==> src/hw/rtl/lru_recency_list_macros.svh <==
// Assertion macros shared by the recency list RTL.
// Included by the files that carry concurrent checks; needs no other file.
`ifndef LRU_RECENCY_LIST_MACROS_SVH
`define LRU_RECENCY_LIST_MACROS_SVH
`ifndef NO_ASSERTIONS
// Same-cycle implication under the synchronous reset.
`define LRL_ASSERT_NOW(label, clk, rst_n, ante, cons) \
  label: assert property (@(posedge clk) disable iff (!rst_n) (ante) |-> (cons)) \
    else $error("lru_recency_list check failed");
// Next-cycle implication under the synchronous reset.
`define LRL_ASSERT_NXT(label, clk, rst_n, ante, cons) \
  label: assert property (@(posedge clk) disable iff (!rst_n) (ante) |=> (cons)) \
    else $error("lru_recency_list check failed");
`else
`define LRL_ASSERT_NOW(label, clk, rst_n, ante, cons)
`define LRL_ASSERT_NXT(label, clk, rst_n, ante, cons)
`endif
`endif

==> src/hw/rtl/lrl_pkg.sv <==
// Types and codes for the recency list: operations, result status, sequencer states.
// Has no dependencies; used by lrl_seq and lru_recency_list.
`timescale 1ns / 1ps

package lrl_pkg;

  typedef enum logic [1:0] {
    OP_TOUCH  = 2'd0,
    OP_REMOVE = 2'd1,
    OP_CLEAR  = 2'd2,
    OP_NONE   = 2'd3
  } op_e_t;

  typedef enum logic [1:0] {
    ST_DONE      = 2'd0,
    ST_NOT_FOUND = 2'd1,
    ST_BUSY      = 2'd2,
    ST_FULL      = 2'd3
  } status_t;

  typedef enum logic [2:0] {
    S_IDLE,
    S_SCAN_RD,
    S_SCAN_CMP,
    S_SHIFT_RD,
    S_SHIFT_WR,
    S_TAIL,
    S_FETCH,
    S_FINISH
  } seq_state_t;

  // Result handed from the sequencer to the output register.
  typedef struct packed {
    logic    valid;
    status_t status;
  } rsp_t;

endpackage

==> src/hw/rtl/lrl_ram.sv <==
// Generic single-write, single-read RAM with a registered read port.
// No dependencies; holds the recency-ordered keys.
`timescale 1ns / 1ps

module lrl_ram #(
  parameter int WIDTH = 32,
  parameter int DEPTH = 16
) (
  input  logic                     clk,
  input  logic                     wr_en,
  input  logic [$clog2(DEPTH)-1:0] wr_addr,
  input  logic [WIDTH-1:0]         wr_data,
  input  logic                     rd_en,
  input  logic [$clog2(DEPTH)-1:0] rd_addr,
  output logic [WIDTH-1:0]         rd_data
);

  logic [WIDTH-1:0] mem_r [DEPTH];
  logic [WIDTH-1:0] rd_data_r;

  // Write port.
  always_ff @(posedge clk) begin
    if (wr_en) begin
      mem_r[wr_addr] <= wr_data;
    end
  end

  // Registered read; the data holds until the next read.
  always_ff @(posedge clk) begin
    if (rd_en) begin
      rd_data_r <= mem_r[rd_addr];
    end
  end

  assign rd_data = rd_data_r;

endmodule

==> src/hw/rtl/lrl_seq.sv <==
// Sequencer of the recency list: scans the key RAM with one comparator and
// closes gaps one cell at a time. Depends on lrl_pkg and the assertion macros.
`timescale 1ns / 1ps
`include "lru_recency_list_macros.svh"

module lrl_seq import lrl_pkg::*; #(
  parameter int DEPTH     = 16,
  parameter int KEY_WIDTH = 32
) (
  input  logic                       clk,
  input  logic                       rst_n,
  // Input transaction
  input  logic                       in_valid,
  output logic                       in_ready,
  input  logic [1:0]                 in_operation,
  input  logic [KEY_WIDTH-1:0]       in_item_key,
  input  logic                       in_entry_busy,
  // Key RAM
  output logic                       ram_wr_en,
  output logic [$clog2(DEPTH)-1:0]   ram_wr_addr,
  output logic [KEY_WIDTH-1:0]       ram_wr_data,
  output logic                       ram_rd_en,
  output logic [$clog2(DEPTH)-1:0]   ram_rd_addr,
  input  logic [KEY_WIDTH-1:0]       ram_rd_data,
  // Result towards the output register
  output rsp_t                       rsp,
  input  logic                       rsp_take,
  output logic [KEY_WIDTH-1:0]       rsp_oldest_key,
  output logic [$clog2(DEPTH+1)-1:0] rsp_count
);

  localparam int AW = $clog2(DEPTH);
  localparam int CW = $clog2(DEPTH + 1);

  seq_state_t           state_r, state_nxt;
  op_e_t                op_r, op_nxt;
  logic [KEY_WIDTH-1:0] key_r, key_nxt;
  logic                 busy_r, busy_nxt;
  logic [CW-1:0]        cnt_r, cnt_nxt;
  logic [AW-1:0]        idx_r, idx_nxt;
  status_t              status_r, status_nxt;

  op_e_t         in_op;
  logic          accept;
  logic          hit;
  logic [CW-1:0] idx_p1;
  logic [CW-1:0] idx_p2;
  logic          at_last;
  logic          shift_last;
  logic          is_full;
  logic          is_empty;

  assign in_op      = op_e_t'(in_operation);
  assign accept     = in_valid && in_ready;
  assign hit        = (ram_rd_data == key_r);
  assign idx_p1     = CW'(idx_r) + CW'(1);
  assign idx_p2     = CW'(idx_r) + CW'(2);
  assign at_last    = (idx_p1 == cnt_r);
  assign shift_last = (idx_p2 == cnt_r);
  assign is_full    = (cnt_r == CW'(DEPTH));
  assign is_empty   = (cnt_r == '0);

  // Next state.
  always_comb begin
    state_nxt = state_r;
    unique case (state_r)
      S_IDLE: begin
        if (accept) begin
          if ((in_op == OP_TOUCH || in_op == OP_REMOVE) && !is_empty) begin
            state_nxt = S_SCAN_RD;
          end else begin
            state_nxt = S_FETCH;
          end
        end
      end
      S_SCAN_RD: state_nxt = S_SCAN_CMP;
      S_SCAN_CMP: begin
        if (hit) begin
          if ((op_r == OP_REMOVE && idx_r == '0 && busy_r) || at_last) begin
            state_nxt = S_FETCH;
          end else begin
            state_nxt = S_SHIFT_RD;
          end
        end else if (at_last) begin
          state_nxt = S_FETCH;
        end else begin
          state_nxt = S_SCAN_RD;
        end
      end
      S_SHIFT_RD: state_nxt = S_SHIFT_WR;
      S_SHIFT_WR: begin
        if (shift_last) begin
          state_nxt = (op_r == OP_TOUCH) ? S_TAIL : S_FETCH;
        end else begin
          state_nxt = S_SHIFT_RD;
        end
      end
      S_TAIL:  state_nxt = S_FETCH;
      S_FETCH: state_nxt = S_FINISH;
      S_FINISH: begin
        if (rsp_take) begin
          state_nxt = S_IDLE;
        end
      end
      default: state_nxt = S_IDLE;
    endcase
  end

  // Outputs: handshake and RAM controls.
  always_comb begin
    in_ready    = 1'b0;
    ram_wr_en   = 1'b0;
    ram_wr_addr = idx_r;
    ram_wr_data = key_r;
    ram_rd_en   = 1'b0;
    ram_rd_addr = idx_r;
    rsp.valid   = 1'b0;
    rsp.status  = status_r;
    unique case (state_r)
      S_IDLE: begin
        in_ready = 1'b1;
        // A touch on an empty store writes the first cell straight away.
        if (in_valid && in_op == OP_TOUCH && is_empty) begin
          ram_wr_en   = 1'b1;
          ram_wr_addr = '0;
          ram_wr_data = in_item_key;
        end
      end
      S_SCAN_RD: ram_rd_en = 1'b1;
      S_SCAN_CMP: begin
        // An absent key is appended behind the most recent one.
        if (!hit && at_last && op_r == OP_TOUCH && !is_full) begin
          ram_wr_en   = 1'b1;
          ram_wr_addr = cnt_r[AW-1:0];
        end
      end
      S_SHIFT_RD: begin
        ram_rd_en   = 1'b1;
        ram_rd_addr = idx_p1[AW-1:0];
      end
      S_SHIFT_WR: begin
        ram_wr_en   = 1'b1;
        ram_wr_data = ram_rd_data;
      end
      S_TAIL: ram_wr_en = 1'b1;
      S_FETCH: begin
        ram_rd_en   = !is_empty;
        ram_rd_addr = '0;
      end
      S_FINISH: rsp.valid = 1'b1;
      default: ;
    endcase
  end

  // Datapath registers: latched transaction, count, index and status.
  always_comb begin
    op_nxt     = op_r;
    key_nxt    = key_r;
    busy_nxt   = busy_r;
    cnt_nxt    = cnt_r;
    idx_nxt    = idx_r;
    status_nxt = status_r;
    case (state_r)
      S_IDLE: begin
        if (accept) begin
          op_nxt     = in_op;
          key_nxt    = in_item_key;
          busy_nxt   = in_entry_busy;
          idx_nxt    = '0;
          status_nxt = ST_DONE;
          if (in_op == OP_CLEAR) begin
            cnt_nxt = '0;
          end else if (in_op == OP_TOUCH && is_empty) begin
            cnt_nxt = CW'(1);
          end else if (in_op == OP_REMOVE && is_empty) begin
            status_nxt = ST_NOT_FOUND;
          end
        end
      end
      S_SCAN_CMP: begin
        if (hit) begin
          if (op_r == OP_REMOVE && idx_r == '0 && busy_r) begin
            status_nxt = ST_BUSY;
          end else if (at_last && op_r == OP_REMOVE) begin
            cnt_nxt = cnt_r - CW'(1);
          end
        end else if (at_last) begin
          if (op_r == OP_REMOVE) begin
            status_nxt = ST_NOT_FOUND;
          end else if (is_full) begin
            status_nxt = ST_FULL;
          end else begin
            cnt_nxt = cnt_r + CW'(1);
          end
        end else begin
          idx_nxt = idx_p1[AW-1:0];
        end
      end
      S_SHIFT_WR: begin
        idx_nxt = idx_p1[AW-1:0];
        if (shift_last && op_r == OP_REMOVE) begin
          cnt_nxt = cnt_r - CW'(1);
        end
      end
      default: ;
    endcase
  end

  always_ff @(posedge clk) begin
    if (!rst_n) begin
      state_r <= S_IDLE;
      cnt_r   <= '0;
    end else begin
      state_r <= state_nxt;
      cnt_r   <= cnt_nxt;
    end
  end

  always_ff @(posedge clk) begin
    op_r     <= op_nxt;
    key_r    <= key_nxt;
    busy_r   <= busy_nxt;
    idx_r    <= idx_nxt;
    status_r <= status_nxt;
  end

  // The oldest key was fetched from cell 0 in the cycle before the result.
  assign rsp_oldest_key = is_empty ? '0 : ram_rd_data;
  assign rsp_count      = cnt_r;

  `LRL_ASSERT_NOW(a_cnt_bound, clk, rst_n, 1'b1, cnt_r <= CW'(DEPTH))
  `LRL_ASSERT_NXT(a_clear_empties, clk, rst_n, accept && in_op == OP_CLEAR, cnt_r == '0)
  `LRL_ASSERT_NXT(a_finish_holds, clk, rst_n, rsp.valid && !rsp_take,
                  rsp.valid && $stable(rsp.status) && $stable(cnt_r))
  `LRL_ASSERT_NOW(a_no_write_on_full, clk, rst_n, ram_wr_en && state_r == S_SCAN_CMP,
                  !is_full)

endmodule

==> src/hw/rtl/lru_recency_list.sv <==
// Top level of the recency list: key RAM, sequencer and the result register.
// Depends on lrl_pkg, lrl_ram, lrl_seq and the assertion macros.
`timescale 1ns / 1ps
`include "lru_recency_list_macros.svh"

// Keeps up to DEPTH keys ordered from least to most recently used in a RAM with
// one write and one registered read port, driven by a small sequencer with a
// single key comparator. One transaction is taken at a time; in_ready is low
// while it is worked on. A clear, an unused operation, or any operation on an
// empty store goes straight to the fetch of the oldest key and then the finish
// state, which waits until the output register is free; the sequencer returns
// to idle for the next transaction once the result has been taken. A touch or
// remove reads and compares the cells from the oldest, one at a time, then
// closes the gap behind a found key by reading and writing each moved cell (and
// places a touched key at the most recent end), then fetches the oldest key and
// presents the result. Cells examined and cells moved together never exceed
// the count. A result waits in the output register while the next transaction
// is already being accepted.
module lru_recency_list import lrl_pkg::*; #(
  parameter int DEPTH     = 16,
  parameter int KEY_WIDTH = 32
) (
  input  logic                       clk,
  input  logic                       rst_n,
  input  logic                       in_valid,
  output logic                       in_ready,
  input  logic [1:0]                 in_operation,
  input  logic [KEY_WIDTH-1:0]       in_item_key,
  input  logic                       in_entry_busy,
  output logic                       out_valid,
  input  logic                       out_ready,
  output logic [1:0]                 out_status,
  output logic [KEY_WIDTH-1:0]       out_oldest_key,
  output logic                       out_oldest_valid,
  output logic [$clog2(DEPTH+1)-1:0] out_entry_count
);

  localparam int AW = $clog2(DEPTH);
  localparam int CW = $clog2(DEPTH + 1);

  logic                 ram_wr_en;
  logic [AW-1:0]        ram_wr_addr;
  logic [KEY_WIDTH-1:0] ram_wr_data;
  logic                 ram_rd_en;
  logic [AW-1:0]        ram_rd_addr;
  logic [KEY_WIDTH-1:0] ram_rd_data;

  rsp_t                 rsp;
  logic                 rsp_take;
  logic [KEY_WIDTH-1:0] rsp_oldest_key;
  logic [CW-1:0]        rsp_count;

  logic                 out_valid_r, out_valid_nxt;
  status_t              out_status_r;
  logic [KEY_WIDTH-1:0] out_oldest_key_r;
  logic [CW-1:0]        out_entry_count_r;

  lrl_ram #(
    .WIDTH (KEY_WIDTH),
    .DEPTH (DEPTH)
  ) u_ram (
    .clk     (clk),
    .wr_en   (ram_wr_en),
    .wr_addr (ram_wr_addr),
    .wr_data (ram_wr_data),
    .rd_en   (ram_rd_en),
    .rd_addr (ram_rd_addr),
    .rd_data (ram_rd_data)
  );

  lrl_seq #(
    .DEPTH     (DEPTH),
    .KEY_WIDTH (KEY_WIDTH)
  ) u_seq (
    .clk            (clk),
    .rst_n          (rst_n),
    .in_valid       (in_valid),
    .in_ready       (in_ready),
    .in_operation   (in_operation),
    .in_item_key    (in_item_key),
    .in_entry_busy  (in_entry_busy),
    .ram_wr_en      (ram_wr_en),
    .ram_wr_addr    (ram_wr_addr),
    .ram_wr_data    (ram_wr_data),
    .ram_rd_en      (ram_rd_en),
    .ram_rd_addr    (ram_rd_addr),
    .ram_rd_data    (ram_rd_data),
    .rsp            (rsp),
    .rsp_take       (rsp_take),
    .rsp_oldest_key (rsp_oldest_key),
    .rsp_count      (rsp_count)
  );

  // The result register is free when empty or being drained this cycle.
  assign rsp_take = !out_valid_r || out_ready;

  always_comb begin
    out_valid_nxt = out_valid_r;
    if (rsp.valid && rsp_take) begin
      out_valid_nxt = 1'b1;
    end else if (out_ready) begin
      out_valid_nxt = 1'b0;
    end
  end

  always_ff @(posedge clk) begin
    if (!rst_n) begin
      out_valid_r <= 1'b0;
    end else begin
      out_valid_r <= out_valid_nxt;
    end
  end

  // Result payload loads together with the valid flag.
  always_ff @(posedge clk) begin
    if (rsp.valid && rsp_take) begin
      out_status_r      <= rsp.status;
      out_oldest_key_r  <= rsp_oldest_key;
      out_entry_count_r <= rsp_count;
    end
  end

  assign out_valid        = out_valid_r;
  assign out_status       = out_status_r;
  assign out_oldest_key   = out_oldest_key_r;
  assign out_oldest_valid = (out_entry_count_r != '0);
  assign out_entry_count  = out_entry_count_r;

  `LRL_ASSERT_NOW(a_out_count_bound, clk, rst_n, out_valid_r,
                  out_entry_count_r <= CW'(DEPTH))
  `LRL_ASSERT_NOW(a_empty_key_zero, clk, rst_n, out_valid_r && out_entry_count_r == '0,
                  out_oldest_key_r == '0)
  `LRL_ASSERT_NOW(a_one_in_flight, clk, rst_n, in_ready, !rsp.valid)

endmodule
==> config.mk <==
export PLATFORM = sky130hd
export DESIGN_NAME = lru_recency_list
export DESIGN_NICKNAME = d
export VERILOG_FILES = /design/src/hw/rtl/lrl_pkg.sv /design/src/hw/rtl/lrl_ram.sv /design/src/hw/rtl/lrl_seq.sv /design/src/hw/rtl/lru_recency_list.sv
export VERILOG_INCLUDE_DIRS = /design/src /design/src/hw/rtl
export SDC_FILE = /design/constraint.sdc
export NUM_CORES = 1
export LEC_CHECK = 0
export ABC_CLOCK_PERIOD_IN_PS = 6500
export BUFFER_PORTS_ARGS = -buffer_cell sky130_fd_sc_hd__buf_4
export CORE_ASPECT_RATIO = 0.9
export CORE_MARGIN = 4
export CORE_UTILIZATION = 50
export CTS_BUF_LIST = sky130_fd_sc_hd__clkbuf_8
export CTS_CLUSTER_DIAMETER = 60
export DETAILED_ROUTE_END_ITERATION = 16
export PLACE_DENSITY = 0.76
export SLEW_MARGIN = 20
export SYNTH_ARGS = -nofsm -noshare
export SYNTH_HDL_FRONTEND = slang
export SYNTH_HIERARCHICAL = 1
export SYNTH_SLANG_ARGS = --single-unit
==> constraint.sdc <==
create_clock -name clk -period 6.5 [get_ports clk]
set_clock_uncertainty 0.2 [all_clocks]
set_input_delay 0.65 -clock clk [delete_from_list [all_inputs] [get_ports clk]]
set_output_delay 0.65 -clock clk [all_outputs]
set_load 0.01 [all_outputs]
==> results of run 1 <==
[final timing paths]
path | startpoint | end | slack, ps | cells past startpoint
max | u_seq/idx_r[1] | u_ram/mem_r[8][24] | 1890 | 10
min | out_ready | out_valid | 70 | 3
max reg2reg | u_seq/idx_r[1] | u_ram/mem_r[8][24] | 1890 | 10
min reg2reg | u_seq/status_r[1] | out_status[1] | 230 | 0
[placed cells by master (no fill, tap or decap), types with 6 or more instances in the layout]
| cell | count |
|---|---|
| dfxtp_1 | 8 |
| dlygate4sd3_1 | 35 |
| clkinv_2 | 13 |
| clkbuf_8 | 94 |
| xor2_1 | 34 |
| ha_1 | 6 |
| buf_16 | 7 |
| clkinv_1 | 23 |
| edfxtp_1 | 624 |
| o21ai_2 | 12 |
| bufinv_16 | 6 |
| nand3_1 | 9 |
| a21oi_1 | 6 |
| o21ai_0 | 30 |
| nor3_1 | 7 |
| buf_4 | 117 |
| nand2_1 | 57 |
| o21ai_1 | 6 |
| nor2_1 | 24 |
| mux4_2 | 128 |
| nor2_4 | 15 |
| nor2b_1 | 35 |
| a22oi_1 | 128 |
| nor4_2 | 8 |
| inv_1 | 39 |
[worst min-delay path, delay by kind of cell]
family	cells	cell delay, ps
AOI/OAI and AO/OA	1	50
and+or+nand+nor	1	120
buffers and inverters	1	80
[report_power, final]
| group | total, W | internal (W) | switching (W) |
|---|---|---|---|
| Clock | 0.00314 | 0.00161 | 0.00153 |
| Combinational | 0.00532 | 0.00197 | 0.00335 |
| Sequential | 0.00612 | 0.00583 | 0.000291 |
[metal layers]
metal | part of all wire, % | GRT usage, % | up-vias
met5 | 0 | 0 | -
met3 | 12 | 6.82 | 111
met1 | 40 | 32.1 | 7252
li1 | - | - | 5818
met4 | 2.4 | 6.05 | 0
met2 | 46 | 33.4 | 808
[through the flow]
step | worst slack, ps | hold slack (ps) | utilization (%)
2_1_floorplan | 1000 | 200 | -
3_3_place_gp | 1940 | 224 | 54.3
3_5_place_dp | 1970 | 216 | 54.6
4_1_cts | 1940 | 26.4 | 59.0
5_1_grt | 1590 | 46.5 | 59.2
6_report | 1890 | 67.8 | 59.2
[flip-flops by register name, indices dropped and copies added (netlist names)]
name,flops
u_ram/mem_r,512
out_oldest_key,32
u_ram/rd_data,32
u_seq/key_r,32
out_entry_count,5
u_seq/rsp_count,5
u_seq/idx_r,4
u_seq/state_r,3
out_status,2
u_seq/op_r,2
u_seq/status_r,2
out_valid,1
u_seq/busy_r,1
[cell families (layout without fill, tap and decap cells)]
group | after synthesis | in the layout
DFF | 633 | 633
AOI/OAI and AO/OA | 222 | 222
and+or+nand+nor | 196 | 196
muxes | 134 | 134
buffers and inverters | 89 | 346
xor gates and xnor gates | 39 | 39
adders and majority gates | 6 | 6
[cell type report]
| type | count | area (um^2) | area share (%) |
|---|---|---|---|
| Inverter | 12 | 45.0 | 0.153 |
| Timing Repair Buffer | 162 | 1480 | 5.05 |
| Tap cell | 671 | 840 | 2.86 |
| Sequential cell | 633 | 18900 | 64.5 |
| Multi-Input combinational cell | 597 | 6240 | 21.3 |
| Clock buffer | 94 | 1290 | 4.41 |
| Clock inverter | 78 | 524 | 1.79 |
==> results.md, run 1 <==
* Outcome: finished, final reports clean
* Cell variety after synth at between 60 and 70
* Clk slew on worst S/H paths at 60 ps
* Post-synthesis mux area share at about an eighth
* Area post-placement at 27,100 um^2
* Post-synthesis compound-gate area fraction at roughly 6.2%
* Final Hold Viols at 0
* Cell family with most CP delay: simple AND/OR/NAND/NOR gates
* Hold-fix buffers, CTS at 35
* Synthesized instance count at about 1,300
* Vias in the first global route at about 14,000
* Routed wire length at 60.7 mm
* Die Area at between 50,000 and 60,000 um^2
* Max Fclk at ~220 MHz
* CTS tree: built
* Row count at 77
* RSZ-0062 raised after global routing: false
* Worst endpoint required time at between 6000 and 7000 ps
* Worst slew margin at between 20% and 30%
* Post-synthesis simple-gate area fraction at approximately 4.2%
* Die Ht at 222 um
* Avg Inst Size Synth at approximately 19 um^2
* DRC at 0
* Num CTS Buffers at 94
* Initial Util at approximately half
* Routed vias/inst at ~6.2
* Routability cong. at about 0.86
* Post-CTS setup buffers at 0
* Placed instance count at approximately 2,000
* Die width at between 200 and 250 um
* Post-cts repair resize count at 0
* Largest net degree at the start of global routing at 65
* # fillers at 3,538
* Post-Synthesis Cell Area at around 25,000 um^2
* Arrival time at the worst endpoint at around 4800 ps
* Fin. max-slew vios at 0
* Top Ports at 81
* Post-synthesis sequential area ratio at between 70% and 80%
* Post-layout min period at 4610 ps
* Max_cap viols at 0
* Area Growth Syn to Fin at 15.9%
* Total power at about 0.015 W
* Gr ovfl total at 0
* Antenna violations before repair at 0
* CP max-delay cell: nor3_2
* Fin cells at about 2,200
* HP Class: in2reg
* Total track usage at around 22%
* Input/output buffers at 80
* Diode count at 0
* Worst skew pair latency at roughly 700 ps
* Synth Net Count at around 1,400
* Initial DRC Count at 1,825
* Max FO, Critical Path at 24
* Pleak at 9.52 nW
* Critical path class: reg2reg
* Vias at around 14,000
* Top-count cell post-synth: edfxtp_1
* Share of cells above drive strength 1 at 27.7%
* Post-Layout Inst Area at 29,300 um^2
* #FFs+latches synth at between 600 and 700
* Power Dens Cells at around 500 nW/um^2
* CTS Root Cell: clkbuf_8
* Global-route wire length before repair at 90.0 mm
* Worst path cell trace: ha_1 -> o21ba_2 -> a221oi_1 -> o211ai_1 -> nor4_1 -> o21ai_1 -> a22o_1 -> nand3b_1 -> nor3_2 -> buf_12
* Largest family of logic cells by synthesized area: multiplexers
* Xor and xnor area share after synthesis at 1.41%
* Tcrit/Tclk final at just over 70%
* Post-synth EDFFs at around 620
* Commonest cells in the netlist: edfxtp_1 (624), a22oi_1 (128), mux4_2 (128)
* Setup-failing EPs final at 0
* Hpwl dp at approximately 35 mm
* VDD IR max at around 0.00030 V
* Routed len/inst at roughly 27 um
* Post-synthesis adder-cell area fraction at 0.296%
* CP Launch Type: register
* Final ANT Viol Nets at 0
* Async S/R FF share, synth at 0%
* Max incr delay on CP at about 900 ps
* Area leader, netlist: edfxtp_1
* Synth top area share at about three quarters
* H-tree depth at 3
* Type of destination of the critical path: register
* Setup tns final at 0 ps
* Core Box Area at just under 50,000 um^2
* Synth Warn # at 6
* Layout Nets at ~1,500
* 1st-pass router iterations at 5
* Worst-Margin Slew at around 1200 ps
* Top cells by area, synth: edfxtp_1 (74%), mux4_2 (11%), a22oi_1 (3.8%), xor2_1 (1.2%), nor2b_1 (0.91%)
* Clk sinks at about 630
* Worst-case clock buffer depth at 3
* Top FF cell, synth: edfxtp_1
* Crit path buf inv count at 1
Power figures use the tool's default switching activity.
==> inputs of run 2 (changes only) <==
--- a/config.mk
+++ b/config.mk
@@ -6,7 +6,7 @@
 export SDC_FILE = /design/constraint.sdc
 export NUM_CORES = 1
 export LEC_CHECK = 0
-export ABC_CLOCK_PERIOD_IN_PS = 6500
+export ABC_CLOCK_PERIOD_IN_PS = 4600
 export BUFFER_PORTS_ARGS = -buffer_cell sky130_fd_sc_hd__buf_4
 export CORE_ASPECT_RATIO = 0.9
 export CORE_MARGIN = 4
==> constraint.sdc (replaced) <==
create_clock -name clk -period 4.6 [get_ports clk]
set_clock_uncertainty 0.2 [all_clocks]
set_input_delay 0.46 -clock clk [delete_from_list [all_inputs] [get_ports clk]]
set_output_delay 0.46 -clock clk [all_outputs]
set_load 0.01 [all_outputs]
==> run 2 against run 1 <==
  * Clock power grew 32%
  * Worst hold slack better by 13 ps
  * Combinational power rose by 48%
  * Highest routed layer unchanged
==> results.md, run 2 (same netlist as run 1, synthesis figures left out) <==
* Outcome: finished, final reports clean (unchanged)
* Hold Slack at 80.9 ps (was 67.8 ps)
* Fin cells at 2,280 (was 2,247)
* Hpwl dp at 36.4 mm (was 35.0 mm)
* Worst endpoint required time at 4750 ps (was 6660 ps)
* Vias in the first global route at 14,200 (was 13,900)
* Worst slew margin at 26.4% (was 21.1%)
* Share of cells above drive strength 1 at 28.2% (was 27.7%)
* RSZ-0062 raised after global routing: false (unchanged)
* Worst skew pair latency at 670 ps (was 700 ps)
* Area Growth Syn to Fin at 16.6% (was 15.9%)
* Input/output buffers at 80 (unchanged)
* CP Launch Type: register (unchanged)
* Routed vias/inst at 6.06 (was 6.23)
* Power Dens Cells at 700 nW/um^2 (was 497 nW/um^2)
* Top Ports at 81 (unchanged)
* Routed len/inst at 26.5 um (was 27.0 um)
* Post-Layout Inst Area at 29,500 um^2 (was 29,300 um^2)
* Initial Util at 51.0% (unchanged)
* Arrival time at the worst endpoint at 4460 ps (was 4780 ps)
* Worst-Margin Slew at 1100 ps (was 1180 ps)
* Fin. max-slew vios at 0 (unchanged)
* Die Ht at 222 um (unchanged)
* Most frequent cells in the layout: edfxtp_1 (624), buf_4 (136), mux4_2 (128), a22oi_1 (128), clkbuf_8 (96) (was edfxtp_1 (624), mux4_2 (128), a22oi_1 (128))
* Core Box Area at 49,600 um^2 (unchanged)
* CTS tree: built (unchanged)
* Routability cong. at 0.879 (was 0.856)
* VDD IR max at 0.000392 V (was 0.000301 V)
* Largest net degree at the start of global routing at 40 (was 65)
* Post-layout min period at 4310 ps (was 4610 ps)
* H-tree depth at 3 (unchanged)
* DRC at 0 (unchanged)
* Die Area at 54,300 um^2 (unchanged)
* Total power at 0.0207 W (was 0.0146 W)
* Row count at 77 (unchanged)
* Max Fclk at 232 MHz (was 217 MHz)
* DP Worst Slack at 487 ps (was 1970 ps)
* Clk sinks at 633 (unchanged)
* Placed instance count at 2,067 (was 2,039)
* Post-cts repair resize count at 0 (unchanged)
* Routed wire length at 60.5 mm (was 60.7 mm)
* Antenna violations before repair at 0 (unchanged)
* Clk slew on worst S/H paths at 60 ps (about the same)
* Largest Register: u_ram/mem_r (unchanged)
* Pleak at 9.60 nW (was 9.52 nW)
* Max_cap viols at 0 (unchanged)
* 1st-pass router iterations at 5 (unchanged)
* Num CTS Buffers at 96 (was 94)
* Max reg flops at 512 (unchanged)
* Vias at 13,800 (was 14,000)
* HP Class: in2reg (unchanged)
* Global-route wire length before repair at 90.2 mm (was 90.0 mm)
* Gr ovfl total at 0 (unchanged)
* Tcrit/Tclk final at 93.6% (was 71.0%)
* CTS Root Cell: clkbuf_8 (unchanged)
* Commonest non-fill, non-tap cell in the layout: edfxtp_1 (unchanged)
* Critical path class: reg2reg (unchanged)
* PnR worst setup slack at 295 ps (was 1890 ps)
* Layout Nets at 1,576 (was 1,545)
* Setup-failing EPs final at 0 (unchanged)
* Initial DRC Count at 1,642 (was 1,825)
* Type of destination of the critical path: register (unchanged)
* Max FO, Critical Path at 25 (was 24)
* Total track usage at 22.3% (was 22.2%)
* Worst-case clock buffer depth at 3 (unchanged)
* Area post-placement at 27,400 um^2 (was 27,100 um^2)
* Die width at 245 um (unchanged)
* Final ANT Viol Nets at 0 (unchanged)
* Final Hold Viols at 0 (unchanged)
-- run 2: changes by cell type in the layout (fill, tap and decap cells not counted), moves of 5 or more --
cell / before / now
clkinv_1: 23 / 34
buf_16: 7 / 0
buf_12: 3 / 18
bufinv_16: 6 / 1
buf_4: 117 / 136
o21ai_2: 12 / 7
-- run 2: report_power, final --
group / switching [W] / internal [W]
clock network: 0.00211 / 0.00203
registers: 0.000415 / 0.00824
logic: 0.00489 / 0.00298
-- run 2: area by class of cell --
| class | count | area, um^2 |
|---|---|---|
| clock buffer | 96 | 1320 |
| inverter | 12 | 45.0 |
| antenna | 1 | 2.50 |
| fill | 3482 | 20100 |
| clock inverter | 79 | 383 |
| tap | 671 | 840 |
| multi-input combinational | 597 | 6250 |
| timing repair buffer | 191 | 1750 |
| sequential | 633 | 18900 |
-- run 2: worst paths after layout --
path              cells past startpoint            endpoint              start  slack [ps]
hold / removal                        4    u_seq/state_r[1]           in_valid          80
setup reg to reg                     10  u_ram/mem_r[1][30]    u_seq/key_r[30]         290
hold reg to reg                       0       out_status[0]  u_seq/status_r[0]         210
setup / recovery                     10  u_ram/mem_r[1][30]    u_seq/key_r[30]         290
-- run 2: routing by layer --
metal	vias to the layer above	wire [um]	part of all wire (%)	GRT usage [%]
li1	5887	-	-	-
met1	7091	24200	40	31.8
met2	742	28500	47	34.3
met3	97	6520	11	6.93
met4	0	1250	2.1	5.24
met5	-	0	0	0
-- run 2: timing repair --
action                    4_1_cts  5_1_grt
hold buffers                   37        0
buffers inserted                0        0
hold endpoints to repair       44        0
-- run 2: critical path, stage by stage (launching register included) --
cell and delay (ps):
edfxtp_1 440, xor2_1 190, nor4_2 610, nand4_1 400, nor2_1 420, nor4_1 100
o21ai_1 280, a22o_1 390, nand2b_1 310, nor2_4 390, buf_12 240
-- run 2: stage by stage --
stage	utilization [%]	TNS [ps]
after detailed placement	55.2	0
after global routing	59.5	0
after global placement	55.2	0
after CTS	59.4	0
final	59.5	0
after floorplan	-	-2610
